File: src/design/nirt_pkg.sv
// shared types, constants and register codes of the infrared frame transmitter
package nirt_pkg;

   localparam int NIRT_TIME_WIDTH     = 16;
   localparam int NIRT_BITS_PER_BYTE  = 8;
   localparam int NIRT_FRAME_BYTES    = 4;
   localparam int NIRT_FRAME_BITS     = NIRT_FRAME_BYTES * NIRT_BITS_PER_BYTE;
   localparam int NIRT_BITPOS_WIDTH   = $clog2(NIRT_FRAME_BITS);
   localparam int NIRT_QUEUE_DEPTH    = 2;
   localparam int NIRT_CSR_INDEX_WIDTH = 4;
   localparam int NIRT_CSR_DATA_WIDTH  = 16;

   localparam logic [NIRT_BITS_PER_BYTE-1:0] NIRT_SIG_FIRST_RESET  = 8'hEE;
   localparam logic [NIRT_BITS_PER_BYTE-1:0] NIRT_SIG_SECOND_RESET = 8'h87;
   localparam logic [NIRT_BITS_PER_BYTE-1:0] NIRT_PAIRING_RESET    = 8'h3E;
   localparam logic [15:0] NIRT_LEADER_MARK_RESET  = 16'd9000;
   localparam logic [15:0] NIRT_LEADER_SPACE_RESET = 16'd4500;
   localparam logic [15:0] NIRT_BIT_MARK_RESET     = 16'd560;
   localparam logic [15:0] NIRT_ONE_SPACE_RESET    = 16'd1680;
   localparam logic [15:0] NIRT_ZERO_SPACE_RESET   = 16'd560;

   // register indexes
   localparam logic [NIRT_CSR_INDEX_WIDTH-1:0] REG_SIG_FIRST    = 4'd0;
   localparam logic [NIRT_CSR_INDEX_WIDTH-1:0] REG_SIG_SECOND   = 4'd1;
   localparam logic [NIRT_CSR_INDEX_WIDTH-1:0] REG_PAIRING      = 4'd2;
   localparam logic [NIRT_CSR_INDEX_WIDTH-1:0] REG_LEADER_MARK  = 4'd3;
   localparam logic [NIRT_CSR_INDEX_WIDTH-1:0] REG_LEADER_SPACE = 4'd4;
   localparam logic [NIRT_CSR_INDEX_WIDTH-1:0] REG_BIT_MARK     = 4'd5;
   localparam logic [NIRT_CSR_INDEX_WIDTH-1:0] REG_ONE_SPACE    = 4'd6;
   localparam logic [NIRT_CSR_INDEX_WIDTH-1:0] REG_ZERO_SPACE   = 4'd7;

   // segment length slots
   localparam int SEG_LEADER_MARK  = 0;
   localparam int SEG_LEADER_SPACE = 1;
   localparam int SEG_BIT_MARK     = 2;
   localparam int SEG_ONE_SPACE    = 3;
   localparam int SEG_ZERO_SPACE   = 4;
   localparam int SEG_COUNT        = 5;

   localparam logic OP_TICK  = 1'b0;
   localparam logic OP_START = 1'b1;

   typedef struct packed {
      logic                          opcode;
      logic [NIRT_BITS_PER_BYTE-1:0] command_byte;
   } req_beat_type;

   typedef struct packed {
      logic ir_active;
      logic busy_res;
      logic frame_done;
   } rsp_beat_type;

   typedef struct packed {
      logic                          start;
      logic [NIRT_BITS_PER_BYTE-1:0] command_byte;
   } nirt_item_type;

   typedef struct packed {
      logic [NIRT_BITS_PER_BYTE-1:0] sig_first;
      logic [NIRT_BITS_PER_BYTE-1:0] sig_second;
      logic [NIRT_BITS_PER_BYTE-1:0] pairing;
   } nirt_bytes_type;

   typedef enum logic [5:0] {
      PH_IDLE       = 6'b000001,
      PH_LEAD_MARK  = 6'b000010,
      PH_LEAD_SPACE = 6'b000100,
      PH_BIT_MARK   = 6'b001000,
      PH_BIT_SPACE  = 6'b010000,
      PH_STOP_MARK  = 6'b100000
   } nirt_phase_type;

endpackage

File: src/design/nirt_front.sv
// input queue: takes request beats and classifies them into start and tick items
module nirt_front
   import nirt_pkg::*;
(
   input  logic          clock,
   input  logic          reset,
   input  logic          req_push,
   output logic          req_full,
   input  req_beat_type  req_data,
   output logic          item_valid,
   output nirt_item_type item,
   input  logic          item_take
);

   localparam int PTR_W = $clog2(NIRT_QUEUE_DEPTH);
   localparam int CNT_W = $clog2(NIRT_QUEUE_DEPTH + 1);

   nirt_item_type           slot_ff [NIRT_QUEUE_DEPTH];
   logic [PTR_W-1:0]        wr_ptr_ff, wr_ptr_in;
   logic [PTR_W-1:0]        rd_ptr_ff, rd_ptr_in;
   logic [CNT_W-1:0]        count_ff, count_in;
   logic                    do_push;
   logic                    do_pop;
   nirt_item_type           classified;

   assign req_full   = (count_ff == CNT_W'(NIRT_QUEUE_DEPTH));
   assign item_valid = (count_ff != '0);
   assign item       = slot_ff[rd_ptr_ff];
   assign do_push    = req_push && !req_full;
   assign do_pop     = item_take && item_valid;

   always_comb begin
      classified.start        = (req_data.opcode == OP_START);
      classified.command_byte = req_data.command_byte;
   end

   always_comb begin
      wr_ptr_in = wr_ptr_ff;
      rd_ptr_in = rd_ptr_ff;
      count_in  = count_ff;
      if (do_push) begin
         wr_ptr_in = (wr_ptr_ff == PTR_W'(NIRT_QUEUE_DEPTH - 1)) ? '0 : wr_ptr_ff + 1'b1;
      end
      if (do_pop) begin
         rd_ptr_in = (rd_ptr_ff == PTR_W'(NIRT_QUEUE_DEPTH - 1)) ? '0 : rd_ptr_ff + 1'b1;
      end
      if (do_push && !do_pop) begin
         count_in = count_ff + 1'b1;
      end else if (do_pop && !do_push) begin
         count_in = count_ff - 1'b1;
      end
   end

   always_ff @(posedge clock) begin
      if (reset) begin
         wr_ptr_ff <= '0;
         rd_ptr_ff <= '0;
         count_ff  <= '0;
      end else begin
         wr_ptr_ff <= wr_ptr_in;
         rd_ptr_ff <= rd_ptr_in;
         count_ff  <= count_in;
      end
   end

   always_ff @(posedge clock) begin
      if (do_push) begin
         slot_ff[wr_ptr_ff] <= classified;
      end
   end

endmodule

File: src/design/nirt_back.sv
// frame sequencer: one tick per item, results held in a small output queue
module nirt_back
   import nirt_pkg::*;
#(
   parameter int TIME_WIDTH = NIRT_TIME_WIDTH
) (
   input  logic                                  clock,
   input  logic                                  reset,
   input  logic                                  item_valid,
   input  nirt_item_type                         item,
   output logic                                  item_take,
   input  nirt_bytes_type                        frame_bytes,
   input  logic [SEG_COUNT-1:0][TIME_WIDTH-1:0]  seg_len,
   output logic                                  rsp_empty,
   input  logic                                  rsp_pop,
   output rsp_beat_type                          rsp_data
);

   localparam int PTR_W = $clog2(NIRT_QUEUE_DEPTH);
   localparam int CNT_W = $clog2(NIRT_QUEUE_DEPTH + 1);

   nirt_phase_type                 phase_ff, phase_in, eff_phase;
   logic [TIME_WIDTH-1:0]          tick_ff, tick_in, eff_tick, next_tick, len;
   logic [NIRT_BITPOS_WIDTH-1:0]   bit_ff, bit_in, eff_bit;
   logic [NIRT_FRAME_BITS-1:0]     shift_ff, shift_in, eff_shift;
   logic                           run;
   logic                           mark;
   logic                           seg_end;
   logic                           step;
   rsp_beat_type                   result;

   rsp_beat_type                   slot_ff [NIRT_QUEUE_DEPTH];
   logic [PTR_W-1:0]               wr_ptr_ff, wr_ptr_in;
   logic [PTR_W-1:0]               rd_ptr_ff, rd_ptr_in;
   logic [CNT_W-1:0]               count_ff, count_in;
   logic                           out_full;
   logic                           do_pop;

   assign out_full  = (count_ff == CNT_W'(NIRT_QUEUE_DEPTH));
   assign step      = item_valid && !out_full;
   assign item_take = step;

   // state seen by this tick, with a frame loaded when a start arrives in idle
   always_comb begin
      run       = 1'b1;
      eff_phase = phase_ff;
      eff_tick  = tick_ff;
      eff_bit   = bit_ff;
      eff_shift = shift_ff;
      case (phase_ff)
         PH_LEAD_MARK, PH_LEAD_SPACE, PH_BIT_MARK, PH_BIT_SPACE, PH_STOP_MARK: begin
         end
         default: begin
            run       = item.start;
            eff_phase = PH_LEAD_MARK;
            eff_tick  = '0;
            eff_bit   = '0;
            eff_shift = {frame_bytes.pairing, item.command_byte,
                         frame_bytes.sig_second, frame_bytes.sig_first};
         end
      endcase
   end

   always_comb begin
      case (eff_phase)
         PH_LEAD_MARK:  len = seg_len[SEG_LEADER_MARK];
         PH_LEAD_SPACE: len = seg_len[SEG_LEADER_SPACE];
         PH_BIT_SPACE:  len = eff_shift[0] ? seg_len[SEG_ONE_SPACE] : seg_len[SEG_ZERO_SPACE];
         default:       len = seg_len[SEG_BIT_MARK];
      endcase
      mark      = (eff_phase == PH_LEAD_MARK) || (eff_phase == PH_BIT_MARK)
               || (eff_phase == PH_STOP_MARK);
      next_tick = eff_tick + 1'b1;
      seg_end   = (next_tick >= len) || (next_tick == '0);
   end

   always_comb begin
      phase_in = eff_phase;
      tick_in  = seg_end ? '0 : next_tick;
      bit_in   = eff_bit;
      shift_in = eff_shift;
      result.ir_active  = run && mark;
      result.busy_res   = run;
      result.frame_done = 1'b0;
      if (seg_end) begin
         case (eff_phase)
            PH_LEAD_MARK:  phase_in = PH_LEAD_SPACE;
            PH_LEAD_SPACE: phase_in = PH_BIT_MARK;
            PH_BIT_MARK:   phase_in = PH_BIT_SPACE;
            PH_BIT_SPACE: begin
               shift_in = eff_shift >> 1;
               if (eff_bit == NIRT_BITPOS_WIDTH'(NIRT_FRAME_BITS - 1)) begin
                  bit_in   = '0;
                  phase_in = PH_STOP_MARK;
               end else begin
                  bit_in   = eff_bit + 1'b1;
                  phase_in = PH_BIT_MARK;
               end
            end
            default: begin
               phase_in          = PH_IDLE;
               result.frame_done = run;
            end
         endcase
      end
      if (!run) begin
         phase_in = PH_IDLE;
      end
   end

   always_ff @(posedge clock) begin
      if (reset) begin
         phase_ff <= PH_IDLE;
         tick_ff  <= '0;
         bit_ff   <= '0;
         shift_ff <= '0;
      end else if (step) begin
         phase_ff <= phase_in;
         tick_ff  <= tick_in;
         bit_ff   <= bit_in;
         shift_ff <= shift_in;
      end
   end

   // result queue
   assign rsp_empty = (count_ff == '0);
   assign rsp_data  = slot_ff[rd_ptr_ff];
   assign do_pop    = rsp_pop && !rsp_empty;

   always_comb begin
      wr_ptr_in = wr_ptr_ff;
      rd_ptr_in = rd_ptr_ff;
      count_in  = count_ff;
      if (step) begin
         wr_ptr_in = (wr_ptr_ff == PTR_W'(NIRT_QUEUE_DEPTH - 1)) ? '0 : wr_ptr_ff + 1'b1;
      end
      if (do_pop) begin
         rd_ptr_in = (rd_ptr_ff == PTR_W'(NIRT_QUEUE_DEPTH - 1)) ? '0 : rd_ptr_ff + 1'b1;
      end
      if (step && !do_pop) begin
         count_in = count_ff + 1'b1;
      end else if (do_pop && !step) begin
         count_in = count_ff - 1'b1;
      end
   end

   always_ff @(posedge clock) begin
      if (reset) begin
         wr_ptr_ff <= '0;
         rd_ptr_ff <= '0;
         count_ff  <= '0;
      end else begin
         wr_ptr_ff <= wr_ptr_in;
         rd_ptr_ff <= rd_ptr_in;
         count_ff  <= count_in;
      end
   end

   always_ff @(posedge clock) begin
      if (step) begin
         slot_ff[wr_ptr_ff] <= result;
      end
   end

endmodule

File: src/design/nec_ir_frame_transmitter.sv
// top level of the infrared frame transmitter: register file and the two halves
//
// Usage: every request beat is one tick of the envelope. opcode selects a plain
// tick or a frame start; command_byte is the third frame byte of a start.
// Push a beat while req_full is low; each beat yields exactly one response
// beat (ir_active, busy_res, frame_done), read with rsp_pop while rsp_empty
// is low, in order.
// A start beat is itself the first leader mark tick. A start during a frame
// counts as a plain tick.
// Path: an accepted request beat is stored in the input queue; the sequencer
// takes it from there and writes its response into the result queue.
// Throughput: one beat per cycle, set by the single-tick step of the frame
// sequencer, while neither of the two-entry queues on both sides is full.
// When the receiver stops popping, the result queue fills, the sequencer holds
// and then req_full rises; nothing is dropped.
// Reset: synchronous; both queues empty, the sequencer idle and all registers
// back to their default frame bytes and timings. csr_ready is always high.
// Registers: csr_index 0..7 in list order, other indexes are ignored.
module nec_ir_frame_transmitter
   import nirt_pkg::*;
#(
   parameter int TIME_WIDTH = NIRT_TIME_WIDTH
) (
   input  logic                            clock,
   input  logic                            reset,
   input  logic                            req_push,
   output logic                            req_full,
   input  req_beat_type                    req_data,
   output logic                            rsp_empty,
   input  logic                            rsp_pop,
   output rsp_beat_type                    rsp_data,
   input  logic                            csr_valid,
   output logic                            csr_ready,
   input  logic [NIRT_CSR_INDEX_WIDTH-1:0] csr_index,
   input  logic [NIRT_CSR_DATA_WIDTH-1:0]  csr_wdata
);

   nirt_bytes_type                        bytes_ff;
   logic [SEG_COUNT-1:0][TIME_WIDTH-1:0]  seg_ff;
   logic [TIME_WIDTH-1:0]                 time_value;
   logic                                  csr_write;
   logic                                  item_valid;
   logic                                  item_take;
   nirt_item_type                         item;

   assign csr_ready  = 1'b1;
   assign csr_write  = csr_valid && csr_ready;
   assign time_value = TIME_WIDTH'(csr_wdata);

   always_ff @(posedge clock) begin
      if (reset) begin
         bytes_ff.sig_first         <= NIRT_SIG_FIRST_RESET;
         bytes_ff.sig_second        <= NIRT_SIG_SECOND_RESET;
         bytes_ff.pairing           <= NIRT_PAIRING_RESET;
         seg_ff[SEG_LEADER_MARK]    <= TIME_WIDTH'(NIRT_LEADER_MARK_RESET);
         seg_ff[SEG_LEADER_SPACE]   <= TIME_WIDTH'(NIRT_LEADER_SPACE_RESET);
         seg_ff[SEG_BIT_MARK]       <= TIME_WIDTH'(NIRT_BIT_MARK_RESET);
         seg_ff[SEG_ONE_SPACE]      <= TIME_WIDTH'(NIRT_ONE_SPACE_RESET);
         seg_ff[SEG_ZERO_SPACE]     <= TIME_WIDTH'(NIRT_ZERO_SPACE_RESET);
      end else if (csr_write) begin
         case (csr_index)
            REG_SIG_FIRST:    bytes_ff.sig_first       <= csr_wdata[NIRT_BITS_PER_BYTE-1:0];
            REG_SIG_SECOND:   bytes_ff.sig_second      <= csr_wdata[NIRT_BITS_PER_BYTE-1:0];
            REG_PAIRING:      bytes_ff.pairing         <= csr_wdata[NIRT_BITS_PER_BYTE-1:0];
            REG_LEADER_MARK:  seg_ff[SEG_LEADER_MARK]  <= time_value;
            REG_LEADER_SPACE: seg_ff[SEG_LEADER_SPACE] <= time_value;
            REG_BIT_MARK:     seg_ff[SEG_BIT_MARK]     <= time_value;
            REG_ONE_SPACE:    seg_ff[SEG_ONE_SPACE]    <= time_value;
            REG_ZERO_SPACE:   seg_ff[SEG_ZERO_SPACE]   <= time_value;
            default: begin
            end
         endcase
      end
   end

   nirt_front u_front (
      .clock      (clock),
      .reset      (reset),
      .req_push   (req_push),
      .req_full   (req_full),
      .req_data   (req_data),
      .item_valid (item_valid),
      .item       (item),
      .item_take  (item_take)
   );

   nirt_back #(
      .TIME_WIDTH (TIME_WIDTH)
   ) u_back (
      .clock       (clock),
      .reset       (reset),
      .item_valid  (item_valid),
      .item        (item),
      .item_take   (item_take),
      .frame_bytes (bytes_ff),
      .seg_len     (seg_ff),
      .rsp_empty   (rsp_empty),
      .rsp_pop     (rsp_pop),
      .rsp_data    (rsp_data)
   );

endmodule

File: config.mk
export PLATFORM = sky130hd
export DESIGN_NAME = nec_ir_frame_transmitter
export DESIGN_NICKNAME = d
export VERILOG_FILES = /design/src/design/nirt_pkg.sv /design/src/design/nirt_front.sv /design/src/design/nirt_back.sv /design/src/design/nec_ir_frame_transmitter.sv
export SDC_FILE = /design/constraint.sdc
export NUM_CORES = 1
export LEC_CHECK = 0
export ABC_AREA = 1
export BUFFER_PORTS_ARGS = -buffer_cell sky130_fd_sc_hd__buf_2
export CORE_MARGIN = 2
export CORE_UTILIZATION = 62
export DETAILED_ROUTE_END_ITERATION = 10
export PLACE_DENSITY = 0.86
export SLEW_MARGIN = 20
export SYNTH_ARGS = -nofsm -noshare
export SYNTH_HDL_FRONTEND = slang
export SYNTH_SLANG_ARGS = --single-unit
File: constraint.sdc
create_clock -name clock -period 4.5 [get_ports clock]
set_input_delay 0.45 -clock clock [delete_from_list [all_inputs] [get_ports clock]]
set_output_delay 0.45 -clock clock [all_outputs]
set_load 0.005 [all_outputs]
## Word level (Yosys, flattened, before mapping)

Memories as Yosys holds them, arrays and structs flattened. A register that Yosys moved wholly into a read port is not among the register bits.
Cells that the tools add are included.

| storage, ports and cells | value |
|---|---|
| bits in registers | 171 |
| RAM bits | 24 |
| input bits | 34 |
| output and inout bits | 6 |
| word-level logic and storage cells | 121 |
| memories kept | 2 |

| operators by class | value |
|---|---|
| add/sub/neg operators | 10 |
| $lt $le $gt $ge | 1 |
| equality and inequality tests | 20 |
| multiplexer cells | 35 |
| reduce and logical (&&, ||, !) cells | 35 |

Memory list:

| name | words | bits a word | read ports | clocked after Yosys merged registers in | write ports | line | source |
|---|---|---|---|---|---|---|---|
| u_front.slot_ff | 2 | 9 | 1 | 1 | 1 | nirt_front.sv:18 | `nirt_item_type slot_ff [NIRT_QUEUE_DEPTH];` |
| u_back.slot_ff | 2 | 3 | 1 | 1 | 1 | nirt_back.sv:32 | `rsp_beat_type slot_ff [NIRT_QUEUE_DEPTH];` |

Operators by type and width:

| operator | count |
|---|---|
| $mux W32 | 3 |
| $mux W16 | 3 |
| $pmux W16 S3 | 1 |
| $mux W6 | 4 |
| $pmux W6 S4 | 1 |
| $mux W5 | 4 |
| $add A16 B1 Y16 const B | 1 |
| $eq A4 B3 Y1 const B | 4 |
| $ge A16 B16 Y1 | 1 |
| $logic_not A16 Y1 | 1 |
| $reduce_and A2 Y1 | 8 |
| $mux W1 | 15 |
| $eq A6 B2 Y1 const B | 2 |
| $eq A6 B3 Y1 const B | 2 |
| $eq A6 B4 Y1 const B | 2 |
| $eq A6 B5 Y1 const B | 2 |
| $eq A6 B6 Y1 const B | 2 |
| $logic_and A1 B1 Y1 | 9 |
| $eq A4 B2 Y1 const B | 2 |
| $mux W2 | 4 |
| $logic_not A1 Y1 | 7 |
| $reduce_bool A2 Y1 | 3 |
| $add A5 B1 Y5 const B | 1 |
| $eq A5 B5 Y1 const B | 1 |
| other kinds (10) | 18 |

## Depth between registers and ports, before layout

| depth | value |
|---|---|
| word-level depth | 9 |
| depth in mapped cells | 33 |
| gate-level depth less buffers | 30 |

## Hierarchy

A second synthesis with hierarchy kept.

| unflattened totals | value |
|---|---|
| cells, all modules | 1582 |
| area total of the unflattened synthesis | 10603.9 µm² |

Modules (own cells, without submodules):

| module | instances | cells each | area an instance (µm²) | seq. area each (µm²) |
|---|---|---|---|---|
| nirt_back | 1 | 940 | 5660.4 | 1461.4 |
| nec_ir_frame_transmitter | 1 | 577 | 4047.6 | 2082.0 |
| nirt_front | 1 | 65 | 895.9 | 640.6 |

## Worst setup path after synthesis

Ideal clock, no wire load.

| timing | value |
|---|---|
| kind | register -> register |
| start | reg u_back.phase_ff[1] |
| end | reg u_back.shift_ff[3] |
| setup time | 0.067 ns |
| arrival time | 3.905 ns |
| required time | 4.433 ns |
| setup slack | 0.527 ns |
| stages on the path, launching flop included | 27 |
| path buffers | 4 |
| period minus slack after synthesis | 3.973 ns |
| cell sequence | dfxtp_1 nor2_1 nand3_2 nand3_2 buf_6 inv_1 buf_2 o21ai_0 buf_2 mux2_2 a22o_1 o22ai_1 ha_1 a21oi_1 o21ai_0 nand3_1 nand2_1 nand3_1 nand2_1 nand4_1 a21oi_1 nor2_1 clkbuf_1 nand3_1 nand2_1 nand2_1 a21oi_2 |

| between the ends | value |
|---|---|
| word-level cells in the longest chain between the ends | 8 |
| elaborated cells between the ends (all ways) | 20 |
| classes of those cells | add/sub: 1; order compare: 1; eq/ne: 8; mux: 7; reduce/logical: 3 |

Ends and longest elaborated chain:

| item | line | source |
|---|---|---|
| from (decl) | nirt_back.sv:22 | `nirt_phase_type phase_ff, phase_in, eff_phase;` |
| from (signal assigned) | nirt_back.sv:118 | `phase_ff <= phase_in;` |
| parallel branches: the longest is 7 deep, another holds $add A16 B1 Y16 | n/a |  |
| $mux W32 (*) | nirt_back.sv:85 | `if (seg_end) begin` |
| to (signal assigned) | nirt_back.sv:121 | `shift_ff <= shift_in;` |
| to (decl) | nirt_back.sv:25 | `logic [NIRT_FRAME_BITS-1:0] shift_ff, shift_in, eff_shift;` |

Every way passes the cells marked *.
A chain may end at the register's enable or synchronous reset.

==> run_results.csv <==
group,metric,value,unit
run_status,status,"finished clean",
floorplan,ioPinCount,40,
power_and_ir_drop,vdd_drop_max,0.000415,V
timing,max_freq,242,MHz
yosys,synthArstFlopShare,0,%
floorplan,die_h,131,um
clocking,cts_max_level,4,
place,gp_congestion,0.917,
clocking,cts_buffer_depth,2,
yosys,synth_area_leaders,"dfxtp_1 (34%), nand2_1 (15%), o21ai_0 (7.9%), edfxtp_1 (7.2%), nor2_1 (5.6%)",
global_route,grt_pass1_wl,42.9,mm
cells_and_area,drive_gt1_share,9.35,%
timing,setup_viol,0,
yosys,syn-num-nets,1505,
timing,fin_skew,0.00974,ns
routing,wl,25.8,mm
yosys,synth_top_area_share,34.5,%
critical_path,cp_num_buf_inv,3,
yosys,synth_edf_count,24,
critical_path,slowest_delay,0.36,ns
place,io_buffers,38,
routing,dr_wl_met2,11.6,mm
yosys,synthCells,1449,
routing,routedLengthMet1,10.9,mm
power_and_ir_drop,p_total,0.00496,W
critical_path,endpoint_kind,"flip-flop",
critical_path,worstPathArrival,4.31,ns
floorplan,die_width,131,um
critical_path,crit_fanout,45,
timing,worst_pin_slew,0.848,ns
timing,hold_viol_final,0,
place,placed_cells,1637,
clocking,cts_sinks,197,
critical_path,path_class,"flip-flop to flip-flop",
critical_path,cp-start-kind,"flip-flop",
cells_and_area,final_nets,1497,
critical_path,critPathTopFamily,"simple AND/OR/NAND/NOR gates",
place,dp_slack,0.335,ns
power_and_ir_drop,powerDensity,452,nW/um^2
cells_and_area,diodes,0,
yosys,ys_seq_area_share,41.6,%
clocking,worst_skew_pair.late_latency,0.45,ns
floorplan,coreArea,15900,um^2
routing,top_layer,"met4",
floorplan,num_rows,46,
cells_and_area,final_cells,1670,
power_and_ir_drop,power_leakage,4.97,nW
yosys,syn-cell-area,10100,um^2
clocking,clk_pin_slew,0.08,ns
routing,viasPerCell,5.77,
routing,antenna_left,0,
routing,wl_met3,2.58,mm
global_route,grt_pass1_vias,8778,
cells_and_area,area_delta_synth_final,9.10,%
critical_path,slowest_stage,"mux2_2",
timing,layout_worst_path_cycle_share,91.7,%
yosys,synth_top_area_cell,"dfxtp_1",
global_route,grt_overflow_total,0,
yosys,synth-main-ff-cell,"dfxtp_1",
yosys,ys_ff_latch,197,
timing,slew_headroom,43.2,%
timing,timing.final.crit_period,4.12,ns
floorplan,fp.dieArea,17200,um^2
global_route,grt_max_degree,65,
routing,drc_errors,0,
routing,wl_per_cell,15.4,um
global_route,grtUsageTotal,30.4,%
routing,vias,9643,
global_route,antenna_found_initial,0,
floorplan,start_util,63.3,%
critical_path,path_cells,"nor2_1, nand3_2, nand3_2, clkinvlp_4, o21ai_2, buf_6, mux2_2, a22o_1, o22ai_1, ha_1, a21oi_1, o21ai_0, nor2_2, nand2_8, inv_1, nor2_1",
clocking,cts_root_buf,"clkbuf_16",
timing,drv_slew,0,
hold_path,min_path_type,"primary input to flip-flop",
job,cap_violations,0,
routing,dr.first_iter.drc_count,1257,
timing,tns,0,ns
critical_path,critPathRequiredTime,4.69,ns
yosys,syn_area_per_cell,6.94,um^2
clocking,cts_buffers,17,
yosys,synth_warnings,0,
routing,dr.pass1.iters,7,
timing,rsz0062_at_grt,"no",
place,dp_hpwl,16.5,mm
yosys,ys_types,39,
timing,fin_ws,0.375,ns
clocking,tritoncts,"built",
clocking,ctsHoldBuffers,0,
==> final timing paths <==
path	cells past startpoint	startpoint	to	slack, ns
max reg2reg	16	u_back.phase_ff[1]$_SDFFE_PP0P_	u_back.slot_ff[1][0]$_DFFE_PP_	0.38
max	16	u_back.phase_ff[1]$_SDFFE_PP0P_	u_back.slot_ff[1][0]$_DFFE_PP_	0.38
min reg2reg	2	bytes_ff[12]$_SDFFE_PP0P_	bytes_ff[12]$_SDFFE_PP0P_	0.45
min	1	req_data[7]	u_front.slot_ff[0][7]$_DFFE_PP_	0.18
==> logic make-up after synthesis <==
kind of cell	Yosys count	synth area share (%)
simple gates	663	27.1
fa+ha+maj	22	2.74
xor+xnor	5	0.510
mux	14	1.57
other cells	1	0.0373
buf+inv	228	9.21
flops	197	41.6
compound gates	319	17.2
==> worst register-to-register path: cells and delay by family, from the launching register on <==
family,cells,cell delay [ns]
AO/OA/AOI/OAI,5,0.96
multiplexers,1,0.37
adder cells (fa/ha/maj),1,0.31
AND/OR/NAND/NOR,6,1.08
buffers and inverters,3,0.79
flip-flops,1,0.35
==> per-stage QoR <==
stage          instance area [um^2]  hold slack [ns]  utilization (%)
5_1_grt                       11000            0.170             69.0
3_3_place_gp                  10300            0.435             64.9
6_report                      11000            0.184             69.0
3_5_place_dp                  10300            0.439             64.9
2_1_floorplan                 10100            0.424                -
4_1_cts                       10900            0.180             68.8
==> cell type report <==
type / count / area, um^2
Multi-Input combinational cell: 1024 / 4970
Fill cell: 1304 / 4920
Sequential cell: 197 / 4180
Inverter: 140 / 529
Clock buffer: 19 / 433
Timing Repair Buffer: 61 / 387
Tap cell: 216 / 270
Clock inverter: 13 / 189
==> Yosys cell counts (4+ instances only) <==
cell and count:
mux2_2 14, nand3_2 6, o22ai_1 16, edfxtp_1 24
nor3_1 5, a22o_1 4, dfxtp_1 173, ha_1 22
a221o_1 10, buf_1 8, clkbuf_1 63, nor2_1 150
o21ai_0 158, buf_6 5, nand3_1 86, a21oi_1 112
nand2_1 393, buf_2 8, o211ai_1 13, inv_1 134
nand4_1 9, nor2_2 10
==> registers in the layout, indices dropped and copies added, names as in the netlist, 5 cells and up, named ones only <==
| signal | flops |
|---|---|
| u_back.bit_ff | 5 |
| u_back.phase_ff | 6 |
| u_front.slot_ff | 18 |
| u_back.slot_ff | 6 |
| seg_ff | 80 |
| u_back.shift_ff | 32 |
| u_back.tick_ff | 16 |
| bytes_ff | 24 |
==> cell usage in the layout (no fill, tap or decap), types with 4 or more instances in the layout <==
cell type / instances
nand4_1: 9
clkinv_8: 4
inv_1: 132
nand3_1: 86
buf_4: 19
edfxtp_1: 24
nor3_1: 5
buf_2: 38
nand3_2: 6
a22o_1: 4
o22ai_1: 15
o211ai_1: 13
ha_1: 22
a21oi_1: 112
a221o_1: 10
dfxtp_1: 173
clkbuf_16: 17
mux2_2: 14
inv_2: 4
nor2_2: 9
o21ai_0: 157
nor2_1: 149
nand2_1: 392
==> what timing repair did <==
| action | CTS | global route |
|---|---|---|
| setup buffers | 0 | 1 |
| endpoints found under the setup margin | 0 | 56 |
| resized for setup | 0 | 6 |
==> power by group <==
group / internal [W] / total (W) / switching (W)
Sequential: 0.00201 / 0.00214 / 0.000127
Combinational: 0.000415 / 0.00122 / 0.000808
Clock: 0.000850 / 0.00160 / 0.000749
==> layer usage <==
layer / GRT usage (%) / up-vias
li1: - / 4698
met1: 41.5 / 4389
met2: 48.1 / 492
met3: 5.67 / 64
met4: 11.3 / 0
met5: 0 / -
(Power assumes the default switching activity.)
